[config.mk]
export PLATFORM = sky130hd
export DESIGN_NAME = tone_stack_state_space_filter_top
export DESIGN_NICKNAME = d
export VERILOG_FILES = /design/src/rtl/tssf_pkg.sv /design/src/rtl/tssf_seq.sv /design/src/rtl/tssf_datapath.sv /design/src/rtl/tone_stack_state_space_filter_top.sv
export VERILOG_INCLUDE_DIRS = /design/src /design/src/rtl
export SDC_FILE = /design/constraint.sdc
export NUM_CORES = 2
export LEC_CHECK = 0
export ABC_AREA = 0
export BUFFER_PORTS_ARGS = -buffer_cell sky130_fd_sc_hd__buf_2
export CAP_MARGIN = 20
export CORE_MARGIN = 2
export CORE_UTILIZATION = 64
export CTS_BUF_LIST = sky130_fd_sc_hd__clkbuf_8 sky130_fd_sc_hd__clkbuf_16
export DETAILED_ROUTE_END_ITERATION = 8
export PLACE_DENSITY = 0.81
export REMOVE_ABC_BUFFERS = 1
export SLEW_MARGIN = 10
export SYNTH_ARGS = -nofsm -noshare
export SYNTH_HDL_FRONTEND = slang
export SYNTH_SLANG_ARGS = --single-unit
[constraint.sdc]
create_clock -name clock -period 9.6 [get_ports clock]
set_input_delay 0.48 -clock clock [delete_from_list [all_inputs] [get_ports clock]]
set_output_delay 0.48 -clock clock [all_outputs]
set_load 0.005 [all_outputs]
[src/rtl/tone_stack_state_space_filter_top_assert.svh]
// Assertion macros shared by the tone stack filter RTL.
`ifndef TONE_STACK_STATE_SPACE_FILTER_TOP_ASSERT_SVH
`define TONE_STACK_STATE_SPACE_FILTER_TOP_ASSERT_SVH

// same-cycle implication
`define TSSF_CHECK_NOW(lbl, ante, cons) \
   lbl: assert property (@(posedge clock) disable iff (reset) (ante) |-> (cons)) \
      else $error("tone stack filter check failed");

// next-cycle implication
`define TSSF_CHECK_NEXT(lbl, ante, cons) \
   lbl: assert property (@(posedge clock) disable iff (reset) (ante) |=> (cons)) \
      else $error("tone stack filter check failed");

`endif

[src/rtl/tssf_pkg.sv]
`default_nettype none

package tssf_pkg;

   localparam int STATE_W    = 32;
   localparam int FRAC_BITS  = 12;
   localparam int NUM_REGS   = 5;
   localparam int REG_W      = 64;
   localparam int CSR_ADDR_W = 3;
   localparam int PC_W       = 5;
   localparam int ROW_W      = 3;

   localparam logic [ROW_W-1:0] ROW_TREBLE = 3'd0;
   localparam logic [ROW_W-1:0] ROW_BASS   = 3'd1;
   localparam logic [ROW_W-1:0] ROW_MID    = 3'd2;
   localparam logic [ROW_W-1:0] ROW_OUT    = 3'd3;
   localparam logic [ROW_W-1:0] ROW_COMP   = 3'd4;

   localparam logic [1:0] LANE_SAMPLE = 2'd0;
   localparam logic [1:0] LANE_SRC0   = 2'd1;
   localparam logic [1:0] LANE_SRC1   = 2'd2;
   localparam logic [1:0] LANE_SRC2   = 2'd3;
   localparam logic [1:0] LANE_GEQ0   = 2'd0;
   localparam logic [1:0] LANE_GEQ1   = 2'd1;
   localparam logic [1:0] LANE_GEQ2   = 2'd2;
   localparam logic [1:0] LANE_THETA  = 2'd3;

   localparam logic [1:0] IDX0 = 2'd0;
   localparam logic [1:0] IDX1 = 2'd1;
   localparam logic [1:0] IDX2 = 2'd2;

   typedef enum logic [1:0] {
      ACC_NOP   = 2'd0,
      ACC_FIRST = 2'd1,
      ACC_ADD   = 2'd2
   } acc_op_type;

   typedef enum logic {
      PRE_MUL   = 1'b0,
      PRE_SHIFT = 1'b1
   } pre_op_type;

   typedef enum logic [1:0] {
      OPND_X = 2'd0,
      OPND_V = 2'd1,
      OPND_I = 2'd2,
      OPND_S = 2'd3
   } opnd_type;

   typedef enum logic [2:0] {
      DST_NONE = 3'd0,
      DST_S    = 3'd1,
      DST_V    = 3'd2,
      DST_I    = 3'd3,
      DST_Y    = 3'd4
   } dest_type;

   typedef enum logic {
      JMP_NEXT = 1'b0,
      JMP_END  = 1'b1
   } jmp_type;

   typedef struct packed {
      acc_op_type       acc_op;
      pre_op_type       pre_op;
      logic [ROW_W-1:0] coef_row;
      logic [1:0]       coef_lane;
      opnd_type         opnd;
      logic [1:0]       opnd_idx;
      dest_type         dest;
      logic [1:0]       dest_idx;
      jmp_type          jmp;
   } ctl_type;

   typedef struct packed {
      logic            busy;
      logic            emit;
      logic [PC_W-1:0] pc;
   } seq_status_type;

   function automatic ctl_type cw(
      input acc_op_type       acc_op,
      input pre_op_type       pre_op,
      input logic [ROW_W-1:0] coef_row,
      input logic [1:0]       coef_lane,
      input opnd_type         opnd,
      input logic [1:0]       opnd_idx,
      input dest_type         dest,
      input logic [1:0]       dest_idx,
      input jmp_type          jmp
   );
      ctl_type w;
      w.acc_op    = acc_op;
      w.pre_op    = pre_op;
      w.coef_row  = coef_row;
      w.coef_lane = coef_lane;
      w.opnd      = opnd;
      w.opnd_idx  = opnd_idx;
      w.dest      = dest;
      w.dest_idx  = dest_idx;
      w.jmp       = jmp;
      return w;
   endfunction

   function automatic ctl_type nop_word();
      return cw(ACC_NOP, PRE_MUL, ROW_COMP, LANE_GEQ0, OPND_X, IDX0, DST_NONE, IDX0,
                JMP_NEXT);
   endfunction

   // Microprogram: sources, four matrix rows, then currents.
   function automatic ctl_type rom_word(input logic [PC_W-1:0] pc);
      ctl_type w;
      w = nop_word();
      case (pc)
         5'd0:  w = cw(ACC_FIRST, PRE_MUL, ROW_COMP, LANE_GEQ0, OPND_V, IDX0,
                      DST_NONE, IDX0, JMP_NEXT);
         5'd1:  w = cw(ACC_ADD, PRE_MUL, ROW_COMP, LANE_THETA, OPND_I, IDX0,
                      DST_NONE, IDX0, JMP_NEXT);
         5'd2:  w = cw(ACC_FIRST, PRE_MUL, ROW_COMP, LANE_GEQ1, OPND_V, IDX1,
                      DST_NONE, IDX0, JMP_NEXT);
         5'd3:  w = cw(ACC_ADD, PRE_MUL, ROW_COMP, LANE_THETA, OPND_I, IDX1,
                      DST_S, IDX0, JMP_NEXT);
         5'd4:  w = cw(ACC_FIRST, PRE_MUL, ROW_COMP, LANE_GEQ2, OPND_V, IDX2,
                      DST_NONE, IDX0, JMP_NEXT);
         5'd5:  w = cw(ACC_ADD, PRE_MUL, ROW_COMP, LANE_THETA, OPND_I, IDX2,
                      DST_S, IDX1, JMP_NEXT);
         5'd6:  w = cw(ACC_FIRST, PRE_MUL, ROW_TREBLE, LANE_SAMPLE, OPND_X, IDX0,
                      DST_NONE, IDX0, JMP_NEXT);
         5'd7:  w = cw(ACC_ADD, PRE_MUL, ROW_TREBLE, LANE_SRC0, OPND_S, IDX0,
                      DST_S, IDX2, JMP_NEXT);
         5'd8:  w = cw(ACC_ADD, PRE_MUL, ROW_TREBLE, LANE_SRC1, OPND_S, IDX1,
                      DST_NONE, IDX0, JMP_NEXT);
         5'd9:  w = cw(ACC_ADD, PRE_MUL, ROW_TREBLE, LANE_SRC2, OPND_S, IDX2,
                      DST_NONE, IDX0, JMP_NEXT);
         5'd10: w = cw(ACC_FIRST, PRE_MUL, ROW_BASS, LANE_SAMPLE, OPND_X, IDX0,
                      DST_NONE, IDX0, JMP_NEXT);
         5'd11: w = cw(ACC_ADD, PRE_MUL, ROW_BASS, LANE_SRC0, OPND_S, IDX0,
                      DST_V, IDX0, JMP_NEXT);
         5'd12: w = cw(ACC_ADD, PRE_MUL, ROW_BASS, LANE_SRC1, OPND_S, IDX1,
                      DST_NONE, IDX0, JMP_NEXT);
         5'd13: w = cw(ACC_ADD, PRE_MUL, ROW_BASS, LANE_SRC2, OPND_S, IDX2,
                      DST_NONE, IDX0, JMP_NEXT);
         5'd14: w = cw(ACC_FIRST, PRE_MUL, ROW_MID, LANE_SAMPLE, OPND_X, IDX0,
                      DST_NONE, IDX0, JMP_NEXT);
         5'd15: w = cw(ACC_ADD, PRE_MUL, ROW_MID, LANE_SRC0, OPND_S, IDX0,
                      DST_V, IDX1, JMP_NEXT);
         5'd16: w = cw(ACC_ADD, PRE_MUL, ROW_MID, LANE_SRC1, OPND_S, IDX1,
                      DST_NONE, IDX0, JMP_NEXT);
         5'd17: w = cw(ACC_ADD, PRE_MUL, ROW_MID, LANE_SRC2, OPND_S, IDX2,
                      DST_NONE, IDX0, JMP_NEXT);
         5'd18: w = cw(ACC_FIRST, PRE_MUL, ROW_OUT, LANE_SAMPLE, OPND_X, IDX0,
                      DST_NONE, IDX0, JMP_NEXT);
         5'd19: w = cw(ACC_ADD, PRE_MUL, ROW_OUT, LANE_SRC0, OPND_S, IDX0,
                      DST_V, IDX2, JMP_NEXT);
         5'd20: w = cw(ACC_ADD, PRE_MUL, ROW_OUT, LANE_SRC1, OPND_S, IDX1,
                      DST_NONE, IDX0, JMP_NEXT);
         5'd21: w = cw(ACC_ADD, PRE_MUL, ROW_OUT, LANE_SRC2, OPND_S, IDX2,
                      DST_NONE, IDX0, JMP_NEXT);
         5'd22: w = cw(ACC_FIRST, PRE_SHIFT, ROW_COMP, LANE_GEQ0, OPND_S, IDX0,
                      DST_NONE, IDX0, JMP_NEXT);
         5'd23: w = cw(ACC_ADD, PRE_MUL, ROW_COMP, LANE_GEQ0, OPND_V, IDX0,
                      DST_Y, IDX0, JMP_NEXT);
         5'd24: w = cw(ACC_FIRST, PRE_SHIFT, ROW_COMP, LANE_GEQ1, OPND_S, IDX1,
                      DST_NONE, IDX0, JMP_NEXT);
         5'd25: w = cw(ACC_ADD, PRE_MUL, ROW_COMP, LANE_GEQ1, OPND_V, IDX1,
                      DST_I, IDX0, JMP_NEXT);
         5'd26: w = cw(ACC_FIRST, PRE_SHIFT, ROW_COMP, LANE_GEQ2, OPND_S, IDX2,
                      DST_NONE, IDX0, JMP_NEXT);
         5'd27: w = cw(ACC_ADD, PRE_MUL, ROW_COMP, LANE_GEQ2, OPND_V, IDX2,
                      DST_I, IDX1, JMP_NEXT);
         5'd28: w = nop_word();
         5'd29: w = cw(ACC_NOP, PRE_MUL, ROW_COMP, LANE_GEQ0, OPND_X, IDX0,
                      DST_I, IDX2, JMP_END);
         default: w = nop_word();
      endcase
      return w;
   endfunction

endpackage

`default_nettype wire

[src/rtl/tssf_seq.sv]
`default_nettype none

module tssf_seq (
   input  wire                    clock,
   input  wire                    reset,
   input  wire                    start,
   input  wire                    slot_free,
   output tssf_pkg::ctl_type       ctl,
   output tssf_pkg::seq_status_type stat
);
   import tssf_pkg::*;

   logic            busy_ff, busy_in;
   logic [PC_W-1:0] pc_ff, pc_in;
   ctl_type         word;
   logic            emit;

   assign word = rom_word(pc_ff);
   assign ctl  = busy_ff ? word : nop_word();
   assign emit = busy_ff && (word.jmp == JMP_END) && slot_free;

   always_comb begin
      busy_in = busy_ff;
      pc_in   = pc_ff;
      if (!busy_ff) begin
         if (start) begin
            busy_in = 1'b1;
            pc_in   = '0;
         end
      end else if (word.jmp == JMP_END) begin
         if (slot_free) begin
            busy_in = 1'b0;
            pc_in   = '0;
         end
      end else begin
         pc_in = pc_ff + 1'b1;
      end
   end

   always_ff @(posedge clock) begin
      if (reset) begin
         busy_ff <= 1'b0;
         pc_ff   <= '0;
      end else begin
         busy_ff <= busy_in;
         pc_ff   <= pc_in;
      end
   end

   assign stat.busy = busy_ff;
   assign stat.emit = emit;
   assign stat.pc   = pc_ff;

endmodule

`default_nettype wire

[src/rtl/tssf_datapath.sv]
`default_nettype none

module tssf_datapath #(
   parameter int SAMPLE_WIDTH = 24,
   parameter int COEF_WIDTH   = 16
) (
   input  wire                                  clock,
   input  wire                                  reset,
   input  wire                                  csr_wen,
   input  wire  [tssf_pkg::CSR_ADDR_W-1:0]      csr_addr,
   input  wire  [tssf_pkg::REG_W-1:0]           csr_wdata,
   input  wire                                  start,
   input  wire                                  restart,
   input  wire  [SAMPLE_WIDTH-1:0]              sample_in,
   input  tssf_pkg::ctl_type                    ctl,
   output logic [SAMPLE_WIDTH-1:0]              y_out
);
   import tssf_pkg::*;

   localparam int PROD_W = COEF_WIDTH + STATE_W;
   localparam int ACC_W  = PROD_W + 2;
   localparam int RND_W  = ACC_W - FRAC_BITS;

   logic [REG_W-1:0]          cfg_ff [NUM_REGS];
   logic signed [STATE_W-1:0] x_ff;
   logic signed [STATE_W-1:0] v_ff [3];
   logic signed [STATE_W-1:0] i_ff [3];
   logic signed [STATE_W-1:0] s_ff [3];
   logic [SAMPLE_WIDTH-1:0]   y_ff;

   logic signed [COEF_WIDTH-1:0] coef;
   logic signed [STATE_W-1:0]    opnd;
   logic signed [PROD_W-1:0]     prod;
   logic signed [ACC_W-1:0]      pre_ff, pre_in;
   acc_op_type                   accop_ff;
   logic signed [ACC_W-1:0]      acc_ff;
   logic signed [ACC_W-1:0]      acc_rnd;
   logic [RND_W-1:0]             rnd;
   logic [STATE_W-1:0]           sat_state;
   logic [SAMPLE_WIDTH-1:0]      sat_out;
   logic                         ovf_state, ovf_out;

   always_ff @(posedge clock) begin
      if (reset) begin
         for (int r = 0; r < NUM_REGS; r++) begin
            cfg_ff[r] <= '0;
         end
      end else if (csr_wen && (csr_addr < CSR_ADDR_W'(NUM_REGS))) begin
         cfg_ff[csr_addr] <= csr_wdata;
      end
   end

   assign coef = cfg_ff[ctl.coef_row][int'(ctl.coef_lane) * COEF_WIDTH +: COEF_WIDTH];

   always_comb begin
      opnd = x_ff;
      for (int n = 0; n < 3; n++) begin
         if (ctl.opnd_idx == 2'(n)) begin
            case (ctl.opnd)
               OPND_V:  opnd = v_ff[n];
               OPND_I:  opnd = i_ff[n];
               OPND_S:  opnd = s_ff[n];
               default: opnd = x_ff;
            endcase
         end
      end
   end

   assign prod   = coef * opnd;
   assign pre_in = (ctl.pre_op == PRE_SHIFT)
                 ? ACC_W'(0) - (ACC_W'(opnd) <<< FRAC_BITS)
                 : ACC_W'(prod);

   always_ff @(posedge clock) begin
      if (reset) begin
         accop_ff <= ACC_NOP;
      end else begin
         accop_ff <= ctl.acc_op;
      end
   end

   always_ff @(posedge clock) begin
      pre_ff <= pre_in;
      case (accop_ff)
         ACC_FIRST: acc_ff <= pre_ff;
         ACC_ADD:   acc_ff <= acc_ff + pre_ff;
         default:   acc_ff <= acc_ff;
      endcase
   end

   // round half up, then clamp
   assign acc_rnd   = acc_ff + ACC_W'(1 << (FRAC_BITS - 1));
   assign rnd       = acc_rnd[ACC_W-1:FRAC_BITS];
   assign ovf_state = !((&rnd[RND_W-1:STATE_W-1]) || !(|rnd[RND_W-1:STATE_W-1]));
   assign ovf_out   = !((&rnd[RND_W-1:SAMPLE_WIDTH-1]) ||
                        !(|rnd[RND_W-1:SAMPLE_WIDTH-1]));
   assign sat_state = ovf_state ? {rnd[RND_W-1], {(STATE_W-1){!rnd[RND_W-1]}}}
                                : rnd[STATE_W-1:0];
   assign sat_out   = ovf_out ? {rnd[RND_W-1], {(SAMPLE_WIDTH-1){!rnd[RND_W-1]}}}
                              : rnd[SAMPLE_WIDTH-1:0];

   always_ff @(posedge clock) begin
      if (reset) begin
         for (int n = 0; n < 3; n++) begin
            v_ff[n] <= '0;
            i_ff[n] <= '0;
         end
      end else if (start) begin
         if (restart) begin
            for (int n = 0; n < 3; n++) begin
               v_ff[n] <= '0;
               i_ff[n] <= '0;
            end
         end
      end else begin
         for (int n = 0; n < 3; n++) begin
            if (ctl.dest_idx == 2'(n)) begin
               if (ctl.dest == DST_V) begin
                  v_ff[n] <= sat_state;
               end
               if (ctl.dest == DST_I) begin
                  i_ff[n] <= sat_state;
               end
            end
         end
      end
   end

   always_ff @(posedge clock) begin
      if (start) begin
         x_ff <= STATE_W'($signed(sample_in));
      end
      for (int n = 0; n < 3; n++) begin
         if ((ctl.dest == DST_S) && (ctl.dest_idx == 2'(n))) begin
            s_ff[n] <= sat_state;
         end
      end
      if (ctl.dest == DST_Y) begin
         y_ff <= sat_out;
      end
   end

   assign y_out = y_ff;

endmodule

`default_nettype wire

[src/rtl/tone_stack_state_space_filter_top.sv]
// Three-capacitor tone stack filter, one audio sample per beat.
// req channel: tdata carries sample_in (signed), tuser carries restart, which
// clears the capacitor voltages and currents before that sample is filtered.
// rsp channel: tdata carries sample_out (signed, saturated), one beat per
// request beat, in order.
// csr port: write enable, register index and 64-bit data; index 0..3 are the
// treble, bass, mid and output coefficient rows, index 4 the companion terms.
// Write only while idle; other indexes are dropped.
// A small microprogram drives one shared multiply-accumulate unit with a
// registered product and accumulator: 30 control steps per sample. The
// response is registered on the last step, and a new request is taken only
// after the sequencer has finished the previous sample.
// The response sits in an output register; the next request is taken while
// it waits. When the receiver stalls, the sequencer holds on its last step
// until the previous response is taken.
// Reset clears the coefficients, the capacitor voltages and currents and both handshakes.
`default_nettype none

module tone_stack_state_space_filter_top #(
   parameter int SAMPLE_WIDTH = 24,
   parameter int COEF_WIDTH   = 16
) (
   input  wire                                  clock,
   input  wire                                  reset,
   input  wire                                  req_tvalid,
   output logic                                 req_tready,
   // sample_in
   input  wire  [((SAMPLE_WIDTH + 7) / 8) * 8 - 1:0] req_tdata,
   // restart
   input  wire                                  req_tuser,
   output logic                                 rsp_tvalid,
   input  wire                                  rsp_tready,
   // sample_out
   output logic [((SAMPLE_WIDTH + 7) / 8) * 8 - 1:0] rsp_tdata,
   input  wire                                  csr_wen,
   input  wire  [tssf_pkg::CSR_ADDR_W-1:0]      csr_addr,
   input  wire  [tssf_pkg::REG_W-1:0]           csr_wdata
);
   import tssf_pkg::*;

   localparam int TDATA_W = ((SAMPLE_WIDTH + 7) / 8) * 8;

   ctl_type                 ctl;
   seq_status_type          seq_stat;
   logic                    start;
   logic                    slot_free;
   logic [SAMPLE_WIDTH-1:0] y;
   logic                    rsp_valid_ff, rsp_valid_in;
   logic [TDATA_W-1:0]      rsp_data_ff;

   assign req_tready = !seq_stat.busy;
   assign start      = req_tvalid && req_tready;
   assign slot_free  = !rsp_valid_ff || rsp_tready;

   tssf_seq u_seq (
      .clock     (clock),
      .reset     (reset),
      .start     (start),
      .slot_free (slot_free),
      .ctl       (ctl),
      .stat      (seq_stat)
   );

   tssf_datapath #(
      .SAMPLE_WIDTH (SAMPLE_WIDTH),
      .COEF_WIDTH   (COEF_WIDTH)
   ) u_datapath (
      .clock     (clock),
      .reset     (reset),
      .csr_wen   (csr_wen),
      .csr_addr  (csr_addr),
      .csr_wdata (csr_wdata),
      .start     (start),
      .restart   (req_tuser),
      .sample_in (req_tdata[SAMPLE_WIDTH-1:0]),
      .ctl       (ctl),
      .y_out     (y)
   );

   always_comb begin
      rsp_valid_in = rsp_valid_ff;
      if (seq_stat.emit) begin
         rsp_valid_in = 1'b1;
      end else if (rsp_tready) begin
         rsp_valid_in = 1'b0;
      end
   end

   always_ff @(posedge clock) begin
      if (reset) begin
         rsp_valid_ff <= 1'b0;
      end else begin
         rsp_valid_ff <= rsp_valid_in;
      end
   end

   always_ff @(posedge clock) begin
      if (seq_stat.emit) begin
         rsp_data_ff <= TDATA_W'(y);
      end
   end

   assign rsp_tvalid = rsp_valid_ff;
   assign rsp_tdata  = rsp_data_ff;

`include "tone_stack_state_space_filter_top_assert.svh"

   `TSSF_CHECK_NEXT(a_start_runs, start, seq_stat.busy && (seq_stat.pc == '0))
   `TSSF_CHECK_NOW(a_emit_free, seq_stat.emit, seq_stat.busy && slot_free)
   `TSSF_CHECK_NEXT(a_emit_valid, seq_stat.emit, rsp_tvalid)

endmodule

`default_nettype wire
* Yosys cells after proc, flatten, opt, wreduce, memory -nomap -nowiden
Memories as Yosys holds them, arrays and structs flattened. A register that Yosys moved wholly into a read port is not among the register bits.
Index checks and enable logic that the tools add are counted.
** Storage, ports and cells
- Flip-flop bits (word level) :: 181
- Bits in writable memories :: 608
- Memory bits (read-only) :: 576
- Input port bits :: 97
- Output and inout port bits :: 26
- Word-level logic and storage cells :: 162
- Memories :: 5
** Cells by class
- $add $sub $neg :: 4
- Multipliers :: 1
- Magnitude comparators :: 1
- Eq/ne operators :: 14
- Shift-type cells :: 1
- Multiplexer cells :: 85
- Bitwise operators :: 13
- Reductions and logical operators :: 29
** Memory list
- (name not given) :: depth 32, bits a word 18, rd ports 1, clocked after memory_dff 1, write ports 0, line tssf_pkg.sv:114 : case (pc)
- u_datapath.cfg_ff :: depth 5, bits a word 64, rd ports 1, clocked after memory_dff 0, write ports 5, line tssf_datapath.sv:24 : logic [REG_W-1:0] cfg_ff [NUM_REGS];
- u_datapath.i_ff :: depth 3, bits a word 32, rd ports 3, clocked after memory_dff 0, write ports 3, line tssf_datapath.sv:27 : logic signed [STATE_W-1:0] i_ff [3];
- u_datapath.s_ff :: depth 3, bits a word 32, rd ports 3, clocked after memory_dff 0, write ports 1, line tssf_datapath.sv:28 : logic signed [STATE_W-1:0] s_ff [3];
- u_datapath.v_ff :: depth 3, bits a word 32, rd ports 3, clocked after memory_dff 0, write ports 3, line tssf_datapath.sv:26 : logic signed [STATE_W-1:0] v_ff [3];
** Operators by type and width (number)
- $mux W32 :: 18
- $pmux W32 S3 :: 3
- $pmux W50 S2 :: 1
- $mux W64 :: 1
- $reduce_or A32 Y1 :: 2
- $reduce_or A64 Y1 :: 1
- $shiftx A64 B7 Y16 :: 1
- $add A50 B13 Y50 const B :: 1
- $add A50 B50 Y50 :: 1
- $mux W1 :: 50
- $mux W50 :: 1
- $mul A16 B32 Y48 :: 1
- $sub A1 B44 Y45 const A :: 1
- $mux W5 :: 6
- $mux W24 :: 1
- $mux W16 :: 1
- $reduce_and A15 Y1 :: 1
- $reduce_or A15 Y1 :: 1
- $or A1 B1 Y1 :: 12
- $eq A2 B2 Y1 const B :: 5
- $eq A2 B1 Y1 const B :: 4
- $logic_and A1 B1 Y1 :: 7
- $reduce_and A7 Y1 :: 1
- $reduce_or A7 Y1 :: 1
- 15 further kinds :: 26

* Depth between registers and ports, before layout
- Depth after elaboration :: 8
- Gate-level depth with buffers :: 39
- Depth with buffers taken out :: 32

* Hierarchy
From an unflattened synthesis, not the netlist that was laid out.
** Unflattened totals
- Cells, all modules :: 5225
- Area total of the unflattened synthesis :: 63887.5 um2
** By module, submodules not included
- tssf_datapath :: times used 1, cells each 5034, area an instance 61674.2 um2, sequential area each 27966.8 um2
- tssf_seq :: times used 1, cells each 161, area an instance 1436.4 um2, sequential area each 480.5 um2
- tone_stack_state_space_filter_top :: times used 1, cells each 30, area an instance 777.0 um2, sequential area each 740.7 um2

* Worst setup path before layout
Ideal clock, no wire load.
- Path kind :: register -> register
- Start :: register u_seq.busy_ff
- End :: register u_datapath.pre_ff[48]
- Library setup time :: 0.120 ns
- Data arrival time :: 8.595 ns
- Required time :: 9.480 ns
- Path slack :: 0.885 ns
- Cell stages (with the launch flop) :: 36
- Path buffers :: 9
- Period minus slack after synthesis :: 8.715 ns
- Cells stage by stage :: dfxtp_1 > buf_4 > buf_4 > buf_6 > buf_4 > nand2b_1 > buf_2 > buf_4 > buf_1 > mux4_2 > a211oi_1 > a211oi_1 > a21oi_1 > clkbuf_1 > nor2b_1 > fa_1 > inv_1 > fa_1 > fa_1 > inv_1 > fa_1 > fa_1 > inv_1 > fa_1 > inv_1 > ha_1 > clkbuf_1 > nand4_1 > or4_1 > a21oi_1 > nor2_1 > a21oi_1 > o221ai_1 > o311ai_1 > nor4b_1 > a211o_1
** On the way
- Word-level cells in the longest chain between the ends :: 8
- Elaborated cells on any way between the ends :: 18
- Those cells by class :: add/sub: 1; mul: 1; eq/ne: 5; shift: 1; mux: 8; reduce/logical: 1; memory: 1
** Ends and longest elaborated chain
- start, declared :: line tssf_seq.sv:13 : logic busy_ff, busy_in;
- start signal, assigned :: line tssf_seq.sv:45 : busy_ff <= busy_in;
- $mux W16 * :: line tssf_seq.sv:19 : assign ctl = busy_ff ? word : nop_word();
- branches (longest 6 deep; another with $mem_v2 Z5 W64)
- $mux W50 * :: line tssf_datapath.sv:71 : ? ACC_W'(0) - (ACC_W'(opnd) <<< FRAC_BITS)
- end signal, assigned :: line tssf_datapath.sv:83 : pre_ff <= pre_in;
- end, declared :: line tssf_datapath.sv:34 : logic signed [ACC_W-1:0] pre_ff, pre_in;
Mark *: on every way between the ends.
A chain may end at the register's enable or synchronous reset.

* Final worst setup path
- Start :: register, netlist name u_seq.word[9]
- End :: register u_datapath.pre_ff[43]
** On the way
- Word-level cells in the longest chain between the ends :: 8
- Elaborated cells on any way between the ends :: 13
- Those cells by class :: add/sub: 1; mul: 1; eq/ne: 3; mux: 8
** Ends and longest elaborated chain
- $mux W16 * :: line tssf_seq.sv:19
- $eq A2 B2 Y1 / $eq A2 B1 Y1 (equally long branches) :: line tssf_datapath.sv:59 : case (ctl.opnd)
- $pmux W32 S3 :: line tssf_datapath.sv:59
- $mux W32 (2 in a row) :: line tssf_datapath.sv:58 : if (ctl.opnd_idx == 2'(n)) begin
- $mux W32 * :: line tssf_datapath.sv:58
- $mul A16 B32 Y48 / $sub A1 B44 Y45 (equally long branches) :: line tssf_datapath.sv:69, tssf_datapath.sv:71
- $mux W50 * :: line tssf_datapath.sv:71
- named net u_datapath.pre_in[43] :: line tssf_datapath.sv:34
The timed path passes the listed nets; every way through them passes the cells marked *.

==> summary.txt <==
Worst hold path
  – Worst Hold Class: input pin to flip-flop
  – Cells on Worst Hold Path: 1
  – Hold path startpoint: csr_wdata[57]
  – WHS Endpoint: u_datapath.cfg_ff[5][57]$_DFFE_PP_

Clocking
  – Hold Buf Count CTS: 24
  – Root Driver: clkbuf_16
  – Worst skew pair latency: just under 0.7 ns
  – CTS sink count: between 900 and 1000
  – Post-CTS Setup Bufs: 0
  – Cells resized by post-CTS repair: 0
  – Clock-pin slew on the worst setup and hold paths: 0.06 ns
  – H-Tree Depth: 3
  – CTS buffer count: 96
  – Clock buffer depth: 3
  – CTS tree: yes

Yosys
  – Synth Instances: ~5400
  – #FFs+latches synth: 997
  – Avg Cell Area, Syn: roughly 12 um^2
  – Top cells by area, synth: edfxtp_1, fa_1, and2_1, inv_1, ha_1
  – Asr flop ratio synth: 0%
  – Post-Synthesis Cell Area: between 0.06 and 0.07 mm^2
  – Yosys warns: 0
  – Sequential-to-total area share from yosys stat: between 40% and 50%
  – Synth top area share: between 40 and 50%
  – Count of different cell masters after synthesis: 110
  – Leading area contributor after synthesis: edfxtp_1
  – Count of flip-flops with a built-in enable after synthesis: about 920
  – Primary flip-flop cell chosen by synthesis mapping: edfxtp_1

Die
  – Die area: between 0.1 and 0.15 mm^2
  – Initial Util: about two thirds
  – Die W: between 300 and 400 um
  – Site Rows: between 100 and 150
  – IO Count: roughly 120
  – Core area: about 0.1 mm^2
  – Chip Height: approximately 320 um

Layout
  – Commonest cells after routing, fill and taps aside: edfxtp_1, inv_1, fa_1
  – Non-filler cells in the finished layout: roughly 7000
  – Share of cells above drive strength 1: between 10 and 15%
  – Syn-to-layout area delta: 10.6%
  – Total Nets Final: about 6400
  – Commonest non-fill, non-tap cell in the layout: edfxtp_1

STA
  – F_max: between 0.1 and 0.15 GHz
  – RSZ-0062 raised after global routing: false
  – Slew Viols, Final: 0
  – Setup Viol. Count Final: 0
  – Period utilization: 96.3%
  – Tmin final: about 9.2 ns
  – Hold_ws: between 0.03 and 0.04 ns
  – TNS Setup: 0 ns
  – Least-Margin Pin Slew: about 1.2 ns
  – Final worst slack: about 0.36 ns
  – Worst clock skew: around 0.055 ns
  – Slew margin rel.: a little over a fifth
  – Final Hold Viols: 0

Detailed routing
  – Vias after detailed routing: between 40000 and 50000
  – Residual DRC: 0
  – Routed len/inst: approximately 24 um
  – Routed vias/inst: approximately 6.2
  – Routed WL: roughly 170 mm
  – Pre-antenna DRT Iters: 9
  – Initial DRC count: 4570
  – Antenna-violating nets left: 0

Setup path
  – Startpoint types: flip-flop
  – Worst setup EP type: flip-flop
  – Reg2Reg Depth: 31
  – Launch point of the worst reg-to-reg path: u_seq.word[9]$_DFF_P_
  – RR Endpoint: u_datapath.pre_ff[43]$_DFF_P_
  – Worst R2R Setup Slack: around 0.36 ns
  – CP max-delay cell: fa_1
  – Crit Path Class: flip-flop to flip-flop
  – Crit path buf inv count: 10
  – CP arrival: around 10 ns
  – Critical Path Max Stage Delay: 0.65 ns
  – Setup crit start: u_seq.word[9]$_DFF_P_
  – Crit path max fanout: 33
  – Top delay family on crit path: adder cells
  – CP required: between 10 and 15 ns

Placement
  – Gpl congestion: 0.951
  – Final HPWL DP: 113 mm
  – Post-Place Cells: between 6000 and 7000
  – Port Buffers: 122
  – Worst slack, placed: 0.591 ns

Status
  – Run status: completed

Global route
  – Largest net degree at the start of global routing: 76
  – Congestion Overflow GR: 0
  – Antenna violations before repair: 17
  – Vias in the first global route: 45700
  – First-pass GRT wire length: around 260 mm
  – Aggregate global-route resource usage: approximately 33%

Flow run
  – Max-cap violations: 0
[Yosys cell counts (all sizes together) (11+ instances only)]
| cell | n |
|---|---|
| nor4 | 19 |
| a211oi | 58 |
| a21o | 77 |
| nand4 | 33 |
| buf | 106 |
| and3 | 30 |
| a2111oi | 13 |
| mux4 | 68 |
| ha | 176 |
| fa | 488 |
| nand2 | 372 |
| nand3 | 52 |
| edfxtp | 922 |
| xnor2 | 91 |
| nand2b | 56 |
| a22o | 44 |
| mux2 | 96 |
| nor2b | 174 |
| o21ai | 111 |
| a31oi | 26 |
| nor3 | 38 |
| o21a | 14 |
| inv | 590 |
| a221oi | 97 |
| dfxtp | 75 |
| xor2 | 62 |
| or3 | 11 |
| o211ai | 13 |
| and2 | 371 |
| or2 | 21 |
| nor2 | 317 |
| nand3b | 20 |
| o22ai | 13 |
| mux2i | 154 |
| clkbuf | 214 |
| a21oi | 216 |
[flip-flops by register name (all words and copies together), names as in the netlist]
| register | flops |
|---|---|
| u_seq.busy_ff | 1 |
| u_datapath.y_out | 24 |
| u_datapath.pre_ff | 48 |
| u_datapath.s_ff | 96 |
| u_seq.word | 18 |
| u_datapath.i_ff | 96 |
| u_seq.pc_ff | 5 |
| u_datapath.x_ff | 24 |
| u_datapath.accop_ff | 2 |
| rsp_tvalid | 1 |
| u_datapath.v_ff | 96 |
| u_datapath.cfg_ff | 512 |
| rsp_tdata | 24 |
| u_datapath.acc_ff | 50 |
[kinds of logic (layout without fill, tap and decap cells)]
group	after synthesis	in the layout	share of synthesized area, %
simple gates	1563	1563	12.8
flops	997	997	45.7
buf+inv	913	1087	5.82
compound gates	774	774	8.39
fa+ha+maj	664	664	18.7
mux	318	318	6.51
xor+xnor	153	153	2.10
other cells	1	202	0.00587
[worst register-to-register path, delay by kind of cell (launching register included)]
family,cells,cell delay (ns)
buffers and inverters,10,1.70
AND/OR/NAND/NOR,5,0.82
AO/OA/AOI/OAI,6,1.88
XOR/XNOR,1,0.10
flip-flops,1,0.59
multiplexers,2,0.46
adder cells (fa/ha/maj),7,3.53
[stage by stage]
stage | instance area [um^2] | utilization, %
5_1_grt | 70700 | 71.6
3_5_place_dp | 67300 | 68.2
3_3_place_gp | 67300 | 68.1
2_1_floorplan | 63200 | -
4_1_cts | 70700 | 71.6
6_report | 70700 | 71.6
[how the worst max path moves through the flow]
stage / cells after the start / slack, ns / end
6_report: 31 / 0.36 / u_datapath.pre_ff[43]$_DFF_P_
5_1_grt: 31 / 0.04 / u_datapath.pre_ff[43]$_DFF_P_
4_1_cts: 31 / 0.57 / u_datapath.pre_ff[43]$_DFF_P_
3_5_place_dp: 31 / 0.59 / u_datapath.pre_ff[43]$_DFF_P_
3_3_place_gp: 31 / 0.65 / u_datapath.pre_ff[43]$_DFF_P_
2_1_floorplan: 26 / -5.39 / u_datapath.pre_ff[48]$_DFF_P_
[per-layer routing]
layer	vias up	global-route usage (%)	part of all wire, %
met2	2406	54.8	48
met5	-	0	0.055
met1	22000	41.0	36
met4	16	17.4	5.9
met3	546	6.81	9.6
li1	19000	-	-
[area by class of cell]
| type | count | area (um^2) |
|---|---|---|
| clock buffer | 103 | 2540 |
| multi-input combinational | 3664 | 32200 |
| timing repair buffer | 316 | 2310 |
| tap | 1287 | 1610 |
| fill | 6608 | 28000 |
| antenna | 10 | 25.0 |
| clock inverter | 75 | 602 |
| sequential | 997 | 29200 |
| inverter | 593 | 2230 |
Power is left out: the tool's default activity adds up to more than one toggle a clock period on the data nets, which glitch-free logic cannot reach.
